**src/rtl/core/mcosl_pkg.sv**
```systemverilog
// ----------------------------------------------------------------------------
// mcosl_pkg
// Shared types, sizes and helpers for the multi-channel one-shot limiter.
// ----------------------------------------------------------------------------
package mcosl_pkg;

   localparam int CHANNELS    = 16;
   localparam int TIME_BITS   = 16;

   localparam int CH_IN_W     = 5;
   localparam int DUR_IN_W    = 16;
   localparam int PULSE_CFG_W = 16;
   localparam int ACTIVE_CFG_W = 5;
   localparam int MASK_W      = 16;
   localparam int CNT_OUT_W   = 5;
   localparam int CNT_W       = $clog2(CHANNELS + 1);

   localparam int REQ_TDATA_W = 24;
   localparam int RSP_TDATA_W = 24;
   localparam int CSR_INDEX_W = 1;
   localparam int CSR_DATA_W  = 16;

   localparam logic [PULSE_CFG_W-1:0]  PULSE_RESET  = 16'd1000;
   localparam logic [ACTIVE_CFG_W-1:0] ACTIVE_RESET = 5'd4;

   localparam logic [31:0] TIME_FULL = 32'((64'd1 << TIME_BITS) - 64'd1);

   typedef enum logic {
      OP_TICK = 1'b0,
      OP_FIRE = 1'b1
   } op_type;

   typedef enum logic [CSR_INDEX_W-1:0] {
      CSR_MAX_PULSE_TIME = 1'b0,
      CSR_MAX_ACTIVE     = 1'b1
   } csr_index_type;

   typedef struct packed {
      logic [PULSE_CFG_W-1:0]  max_pulse_time;
      logic [ACTIVE_CFG_W-1:0] max_active;
   } cfg_type;

   // packed from the top down: drive_mask ends up in the lowest bits
   typedef struct packed {
      logic                 accepted;
      logic [CNT_OUT_W-1:0] active_count;
      logic                 status_led;
      logic [MASK_W-1:0]    drive_mask;
   } rsp_type;

   function automatic logic [CNT_W-1:0] popcount(input logic [CHANNELS-1:0] v);
      logic [CNT_W-1:0] n;
      n = '0;
      for (int i = 0; i < CHANNELS; i++) begin
         n = n + CNT_W'(v[i]);
      end
      return n;
   endfunction

endpackage

```
**src/rtl/core/mcosl_core.sv**
```systemverilog
// ----------------------------------------------------------------------------
// mcosl_core
// Channel timers, drive bits and activity flag, updated once per item.
// ----------------------------------------------------------------------------
module mcosl_core (
   input  logic                                 clock,
   input  logic                                 reset,
   input  logic                                 item_accept,
   input  mcosl_pkg::op_type                    op,
   input  logic [mcosl_pkg::CH_IN_W-1:0]        channel,
   input  logic [mcosl_pkg::DUR_IN_W-1:0]       duration,
   input  mcosl_pkg::cfg_type                   cfg,
   output mcosl_pkg::rsp_type                   result
);

   logic [mcosl_pkg::CHANNELS-1:0][mcosl_pkg::TIME_BITS-1:0] remaining_ff, remaining_in;
   logic [mcosl_pkg::CHANNELS-1:0] active_ff, active_in;
   logic                           flag_ff, flag_in;
   logic [mcosl_pkg::CNT_W-1:0]    count_ff, count_in;

   logic [mcosl_pkg::CHANNELS-1:0] sel;
   logic [31:0]                    lim;
   logic [31:0]                    clip;
   logic                           can_fire;

   always_comb begin
      for (int c = 0; c < mcosl_pkg::CHANNELS; c++) begin
         sel[c] = (32'(channel) == c);
      end

      lim  = (32'(cfg.max_pulse_time) > mcosl_pkg::TIME_FULL) ?
             mcosl_pkg::TIME_FULL : 32'(cfg.max_pulse_time);
      clip = (32'(duration) > lim) ? lim : 32'(duration);

      can_fire = (op == mcosl_pkg::OP_FIRE) && (|(sel & ~active_ff)) &&
                 (32'(count_ff) < 32'(cfg.max_active));

      active_in    = active_ff;
      remaining_in = remaining_ff;
      flag_in      = flag_ff;

      if (op == mcosl_pkg::OP_FIRE) begin
         if (can_fire) begin
            for (int c = 0; c < mcosl_pkg::CHANNELS; c++) begin
               if (sel[c]) begin
                  active_in[c]    = 1'b1;
                  remaining_in[c] = clip[mcosl_pkg::TIME_BITS-1:0];
               end
            end
            flag_in = 1'b1;
         end
      end else begin
         for (int c = 0; c < mcosl_pkg::CHANNELS; c++) begin
            if (active_ff[c]) begin
               if (remaining_ff[c] == '0) begin
                  active_in[c] = 1'b0;
               end else begin
                  remaining_in[c] = remaining_ff[c] - mcosl_pkg::TIME_BITS'(1);
               end
            end
         end
         flag_in = flag_ff & (|active_in);
      end

      count_in = mcosl_pkg::popcount(active_in);

      result.drive_mask = '0;
      for (int c = 0; c < mcosl_pkg::MASK_W; c++) begin
         if (c < mcosl_pkg::CHANNELS) begin
            result.drive_mask[c] = active_in[c];
         end
      end
      result.status_led   = flag_in;
      result.active_count = mcosl_pkg::CNT_OUT_W'(count_in);
      result.accepted     = can_fire;
   end

   always_ff @(posedge clock) begin
      if (reset) begin
         remaining_ff <= '0;
         active_ff    <= '0;
         flag_ff      <= 1'b0;
         count_ff     <= '0;
      end else if (item_accept) begin
         remaining_ff <= remaining_in;
         active_ff    <= active_in;
         flag_ff      <= flag_in;
         count_ff     <= count_in;
      end
   end

endmodule

```
**src/rtl/core/mcosl_skid.sv**
```systemverilog
// ----------------------------------------------------------------------------
// mcosl_skid
// Two-entry result buffer: output register plus skid stage.
// ----------------------------------------------------------------------------
module mcosl_skid (
   input  logic               clock,
   input  logic               reset,
   input  logic               in_valid,
   output logic               in_ready,
   input  mcosl_pkg::rsp_type in_data,
   output logic               out_valid,
   input  logic               out_ready,
   output mcosl_pkg::rsp_type out_data
);

   logic               main_valid_ff, main_valid_in;
   logic               skid_valid_ff, skid_valid_in;
   mcosl_pkg::rsp_type main_ff, main_in;
   mcosl_pkg::rsp_type skid_ff, skid_in;
   logic               push;
   logic               pop;

   assign in_ready  = !skid_valid_ff;
   assign out_valid = main_valid_ff;
   assign out_data  = main_ff;

   always_comb begin
      push          = in_valid && !skid_valid_ff;
      pop           = main_valid_ff && out_ready;
      main_valid_in = main_valid_ff;
      main_in       = main_ff;
      skid_valid_in = skid_valid_ff;
      skid_in       = skid_ff;

      if (skid_valid_ff) begin
         if (pop) begin
            main_in       = skid_ff;
            skid_valid_in = 1'b0;
         end
      end else if (push) begin
         if (!main_valid_ff || pop) begin
            main_in       = in_data;
            main_valid_in = 1'b1;
         end else begin
            skid_in       = in_data;
            skid_valid_in = 1'b1;
         end
      end else if (pop) begin
         main_valid_in = 1'b0;
      end
   end

   always_ff @(posedge clock) begin
      if (reset) begin
         main_valid_ff <= 1'b0;
         skid_valid_ff <= 1'b0;
      end else begin
         main_valid_ff <= main_valid_in;
         skid_valid_ff <= skid_valid_in;
      end
   end

   always_ff @(posedge clock) begin
      main_ff <= main_in;
      skid_ff <= skid_in;
   end

endmodule

```
**src/rtl/core/multi_channel_one_shot_limiter_unit.sv**
```systemverilog
// ----------------------------------------------------------------------------
// multi_channel_one_shot_limiter_unit
// Bank of one-shot drivers with a concurrency limit, stepped by tick and
// fire items.
//
//   channel  direction  handshake              payload
//   req      in         req_tvalid/req_tready  tuser op, tdata channel+duration
//   rsp      out        rsp_tvalid/rsp_tready  tdata mask, led, count, accepted
//   csr      in         csr_valid/csr_ready    csr_index, csr_data
//
// One item per cycle while req_tready is high; its result is registered on acceptance.
// All timers, the drive bits and the live count update together on each accepted item.
// Synchronous reset clears every timer and flag.
// A two-entry result buffer keeps req open while one result waits;
// req_tready drops only when both entries are held.
// ----------------------------------------------------------------------------
module multi_channel_one_shot_limiter_unit (
   input  logic                                clock,
   input  logic                                reset,
   input  logic                                req_tvalid,
   output logic                                req_tready,
   input  logic [mcosl_pkg::REQ_TDATA_W-1:0]   req_tdata,  // channel[4:0], duration[20:5]
   input  logic                                req_tuser,  // op[0]
   output logic                                rsp_tvalid,
   input  logic                                rsp_tready,
   output logic [mcosl_pkg::RSP_TDATA_W-1:0]   rsp_tdata,  // drive_mask[15:0], status_led[16],
                                                           // active_count[21:17], accepted[22]
   input  logic                                csr_valid,
   output logic                                csr_ready,
   input  logic [mcosl_pkg::CSR_INDEX_W-1:0]   csr_index,
   input  logic [mcosl_pkg::CSR_DATA_W-1:0]    csr_data
);

   logic [mcosl_pkg::PULSE_CFG_W-1:0]  max_pulse_time_ff;
   logic [mcosl_pkg::ACTIVE_CFG_W-1:0] max_active_ff;
   mcosl_pkg::cfg_type                 cfg;
   mcosl_pkg::rsp_type                 result;
   mcosl_pkg::rsp_type                 rsp_data;
   logic                               item_accept;

   assign csr_ready   = 1'b1;
   assign item_accept = req_tvalid && req_tready;

   always_ff @(posedge clock) begin
      if (reset) begin
         max_pulse_time_ff <= mcosl_pkg::PULSE_RESET;
         max_active_ff     <= mcosl_pkg::ACTIVE_RESET;
      end else if (csr_valid && csr_ready) begin
         case (mcosl_pkg::csr_index_type'(csr_index))
            mcosl_pkg::CSR_MAX_PULSE_TIME: begin
               max_pulse_time_ff <= csr_data[mcosl_pkg::PULSE_CFG_W-1:0];
            end
            mcosl_pkg::CSR_MAX_ACTIVE: begin
               max_active_ff <= csr_data[mcosl_pkg::ACTIVE_CFG_W-1:0];
            end
            default: begin
            end
         endcase
      end
   end

   assign cfg.max_pulse_time = max_pulse_time_ff;
   assign cfg.max_active     = max_active_ff;

   mcosl_core u_core (
      .clock       (clock),
      .reset       (reset),
      .item_accept (item_accept),
      .op          (mcosl_pkg::op_type'(req_tuser)),
      .channel     (req_tdata[mcosl_pkg::CH_IN_W-1:0]),
      .duration    (req_tdata[mcosl_pkg::CH_IN_W +: mcosl_pkg::DUR_IN_W]),
      .cfg         (cfg),
      .result      (result)
   );

   mcosl_skid u_skid (
      .clock     (clock),
      .reset     (reset),
      .in_valid  (req_tvalid),
      .in_ready  (req_tready),
      .in_data   (result),
      .out_valid (rsp_tvalid),
      .out_ready (rsp_tready),
      .out_data  (rsp_data)
   );

   assign rsp_tdata = mcosl_pkg::RSP_TDATA_W'(rsp_data);

endmodule

```
**config.mk**
```make
export PLATFORM = sky130hd
export DESIGN_NAME = multi_channel_one_shot_limiter_unit
export DESIGN_NICKNAME = d
export VERILOG_FILES = /design/src/rtl/core/mcosl_pkg.sv /design/src/rtl/core/mcosl_core.sv /design/src/rtl/core/mcosl_skid.sv /design/src/rtl/core/multi_channel_one_shot_limiter_unit.sv
export SDC_FILE = /design/constraint.sdc
export NUM_CORES = 1
export LEC_CHECK = 0
export ABC_CLOCK_PERIOD_IN_PS = 7800
export CAP_MARGIN = 15
export CORE_ASPECT_RATIO = 0.7
export CORE_MARGIN = 2
export CORE_UTILIZATION = 56
export CTS_CLUSTER_DIAMETER = 40
export DETAILED_ROUTE_END_ITERATION = 6
export DONT_BUFFER_PORTS = 1
export HOLD_SLACK_MARGIN = 0.02
export PLACE_DENSITY = 0.78
export SYNTH_ARGS = -nofsm -noshare
export SYNTH_HDL_FRONTEND = slang
export SYNTH_SLANG_ARGS = --single-unit
```
**constraint.sdc**
```tcl
create_clock -name clock -period 7.8 [get_ports clock]
set_input_delay 0.78 -clock clock [delete_from_list [all_inputs] [get_ports clock]]
set_output_delay 0.78 -clock clock [all_outputs]
set_load 0.1 [all_outputs]
```
==> qor.txt <==
CTS tree -> done
worst vdd ir -> 0.000149 V
Detailed Place HPWL -> 38.3 mm
Routed Antenna Nets -> 0
count of different cell masters after synthesis -> 85
vias in the first global route -> 17971
Post-synth EDFFs -> 46
worst slew pin tran -> 1.16 ns
Pins Over Slew Limit -> 0
synth warn -> 0
CTS Hold Bufs -> 0
ys flop type -> dfxtp_1
DRT iter0 DRCs -> 3021
placed cell areas -> 19900 um^2
Synth Cell Area -> 19600 um^2
Worst R2R Path Depth -> 18
fin area -> 21400 um^2
first-pass iteration count of the detailed router -> 6
share of cells above drive strength 1 -> 6.94%
top cells by area, synth -> dfxtp_1, o21ai_0, edfxtp_1
PortBufs -> 0
TritonCTS sink count -> 347
Syn Inst Count -> 2618
placed cells -> 2955
Synthesized Nets -> 2716
top-area cell type share of the netlist area -> 30.8%
CP max stage cell -> o31ai_1
Die ar. -> 36500 um^2
FP Rows -> 57
Synth async-reset ratio -> 0%
gr usage total -> 33.1%
RSZ-0062 raised after global routing -> false
first-pass GRT wire length -> 97.0 mm
status -> finished clean
critical path type -> reg2reg
clock skew -> 0.0222 ns
Post-layout nets -> 2630
worst r2r dst -> u_skid.out_data[21]
largest area contributor in the netlist -> dfxtp_1
Initial Utilization -> 56.6%
Seq/Total Area, Yosys -> 37.8%
Worst Setup SP -> u_core.remaining_ff[2]
Resize count post-CTS -> 0
width of the die -> 228 um
crit path capture type -> flop
mean routed wirelength per cell -> 20.7 um
drt drc -> 0
Max Clock Freq -> 159 MHz
Post-CTS Setup Repair Bufs -> 0
Post-Syn Area per Cell -> 7.48 um^2
Power Dens Cells -> 209 nW/um^2
clk_lat worst skew -> 0.57 ns
Setup Total Neg Slack -> 0 ns
flops & latches, synth -> 347
Worst slew margin -> 22.8%
clock slew at the register clock pins of the worst setup and hold paths -> 0.07 ns
Startpoint Class -> flop
max_cap viols -> 0
critical path capture point -> u_skid.out_data[21]
Vias per Instance -> 6.70
largest net degree at the start of global routing -> 369
Hold Crit Start -> reset
Req. time, crit path -> 8.08 ns
non-filler cells in the finished layout -> 3037
slowest cell delay on critical path -> 0.72 ns
Worst Path Max Fanout -> 6
worst r2r src -> u_core.remaining_ff[2]
H-tree depth -> 2
reg2reg setup slack -> 1.51 ns
Most common cell on crit path -> fa_1
vias after detailed routing -> 20363
Final GP Congestion -> 0.956
crit path cell chain -> nor3_1 > and3_1 > nand2_1 > o31ai_1 > a21oi_1 > ha_1 > inv_1 > fa_1 > fa_1 > fa_1 > fa_1 > inv_1 > fa_1 > inv_1 > fa_1 > nor2b_1 > o21ai_0 > o21ai_0
initial antenna violation count -> 0
Final Cycle Share -> 80.6%
Core ar. -> 34600 um^2
Final setup viols -> 0
CTS root buf -> clkbuf_16
Critical Path AT -> 6.57 ns
total grt overflow -> 0
die span in y -> 160 um
total wire length -> 63.0 mm
I/O Pins -> 74
P&R area growth vs syn -> 9.33%
Lkg Pwr -> 7.83 nW
CTS Buffer Depth -> 3
min Tclk post-route -> 6.29 ns
final hold vios -> 0
Hold WC Path Type -> in2reg
Antenna diodes -> 0
CTS buffer count -> 42
cell type report:
type,instances,area [um^2]
Timing Repair Buffer,39,300
Fill cell,3034,13200
Sequential cell,347,7410
Clock inverter,20,236
Multi-Input combinational cell,1995,11200
Clock buffer,57,1260
Inverter,107,403
Tap cell,472,591
stage by stage:
step           total power [mW]  hold WS (ns)  util (%)  worst slack [ns]
6_report                   4.48         0.292      61.9              1.51
5_1_grt                    4.60         0.281      61.9              1.21
4_1_cts                    4.48         0.281      61.8              1.69
3_5_place_dp               2.40         0.440      57.4              1.54
3_3_place_gp               2.39         0.429      57.4              1.68
2_1_floorplan              2.29         0.425         -              1.63
kinds of logic (layout without fill, tap and decap cells):
family	Yosys count	count (layout)	synth area share (%)
buffers and inverters	276	223	5.67
AO/OA/AOI/OAI	917	917	27.1
other	2	2	0.0384
AND/OR/NAND/NOR	1008	1008	24.8
adder cells (fa/ha/maj)	51	51	3.64
XOR/XNOR	2	2	0.0895
flip-flops	347	347	37.8
multiplexers	15	15	0.831
flip-flops by register name, summed over array words and instances (netlist names):
register              count
u_core.count_ff           5
u_core.flag_ff            1
u_skid.skid_ff           23
max_pulse_time_ff        16
u_skid.out_valid          1
u_core.active_ff         16
u_core.remaining_ff     256
max_active_ff             5
u_skid.skid_valid_ff      1
u_skid.out_data          23
how the worst min path moves through the flow:
stage,end,slack (ns),depth (start not counted)
after global placement,u_core.remaining_ff[185],0.43,2
after CTS,u_core.remaining_ff[208],0.28,1
after floorplan,u_core.remaining_ff[78],0.42,2
final,u_core.remaining_ff[86],0.29,1
after detailed placement,u_core.remaining_ff[132],0.44,2
after global routing,u_core.remaining_ff[217],0.28,1
power breakdown:
group / switching [mW] / leakage [nW] / internal (mW) / total, mW
logic: 0.306 / 4.22 / 0.133 / 0.439
registers: 0.0985 / 2.89 / 1.84 / 1.94
clock network: 0.851 / 0.725 / 1.25 / 2.10
Yosys cell counts (12+ instances only):
cell type,count
or3_1,25
nand3_1,96
o21ai_0,394
nand2b_1,15
nor3b_1,30
edfxtp_1,46
nor2b_1,14
nand4_1,18
o22ai_1,45
or4_1,21
a22oi_1,12
nand2_1,229
a211oi_1,24
ha_1,41
nor3_1,130
inv_1,107
nor2_1,302
o211ai_1,63
and2_1,13
nor4_1,58
clkbuf_1,147
and3_1,13
a21oi_1,250
a31oi_1,36
dfxtp_1,301
critical path, delay by kind of cell, from the launching register on:
kind            cells  cell delay [ns]
fa+ha+maj           7             2.97
compound gates      4             1.42
simple gates        4             1.08
flops               1             0.34
buf+inv             3             0.22
cell usage in the layout (no fill, tap or decap), types with 14 or more instances in the layout:
master	n
or3_1	25
nand4_1	18
or4_1	21
nand2_1	229
o211ai_1	63
a21oi_1	236
o22ai_1	43
nand2b_1	15
inv_1	105
nor4_1	58
a31oi_1	36
nand3_1	96
dfxtp_1	301
nor3_1	130
edfxtp_1	46
ha_1	41
buf_4	36
nor2_1	302
a211oi_1	24
o21ai_0	394
nor2b_1	14
nor3b_1	30
clkbuf_16	45
layer usage:
layer | global-route usage [%] | share of wire, % | up-vias
li1 | - | - | 9377
met1 | 47.8 | 43 | 9642
met2 | 48.0 | 42 | 1150
met3 | 5.76 | 11 | 194
met4 | 15.0 | 4.8 | 0
met5 | 0 | 0 | -
(Power assumes the default switching activity.)
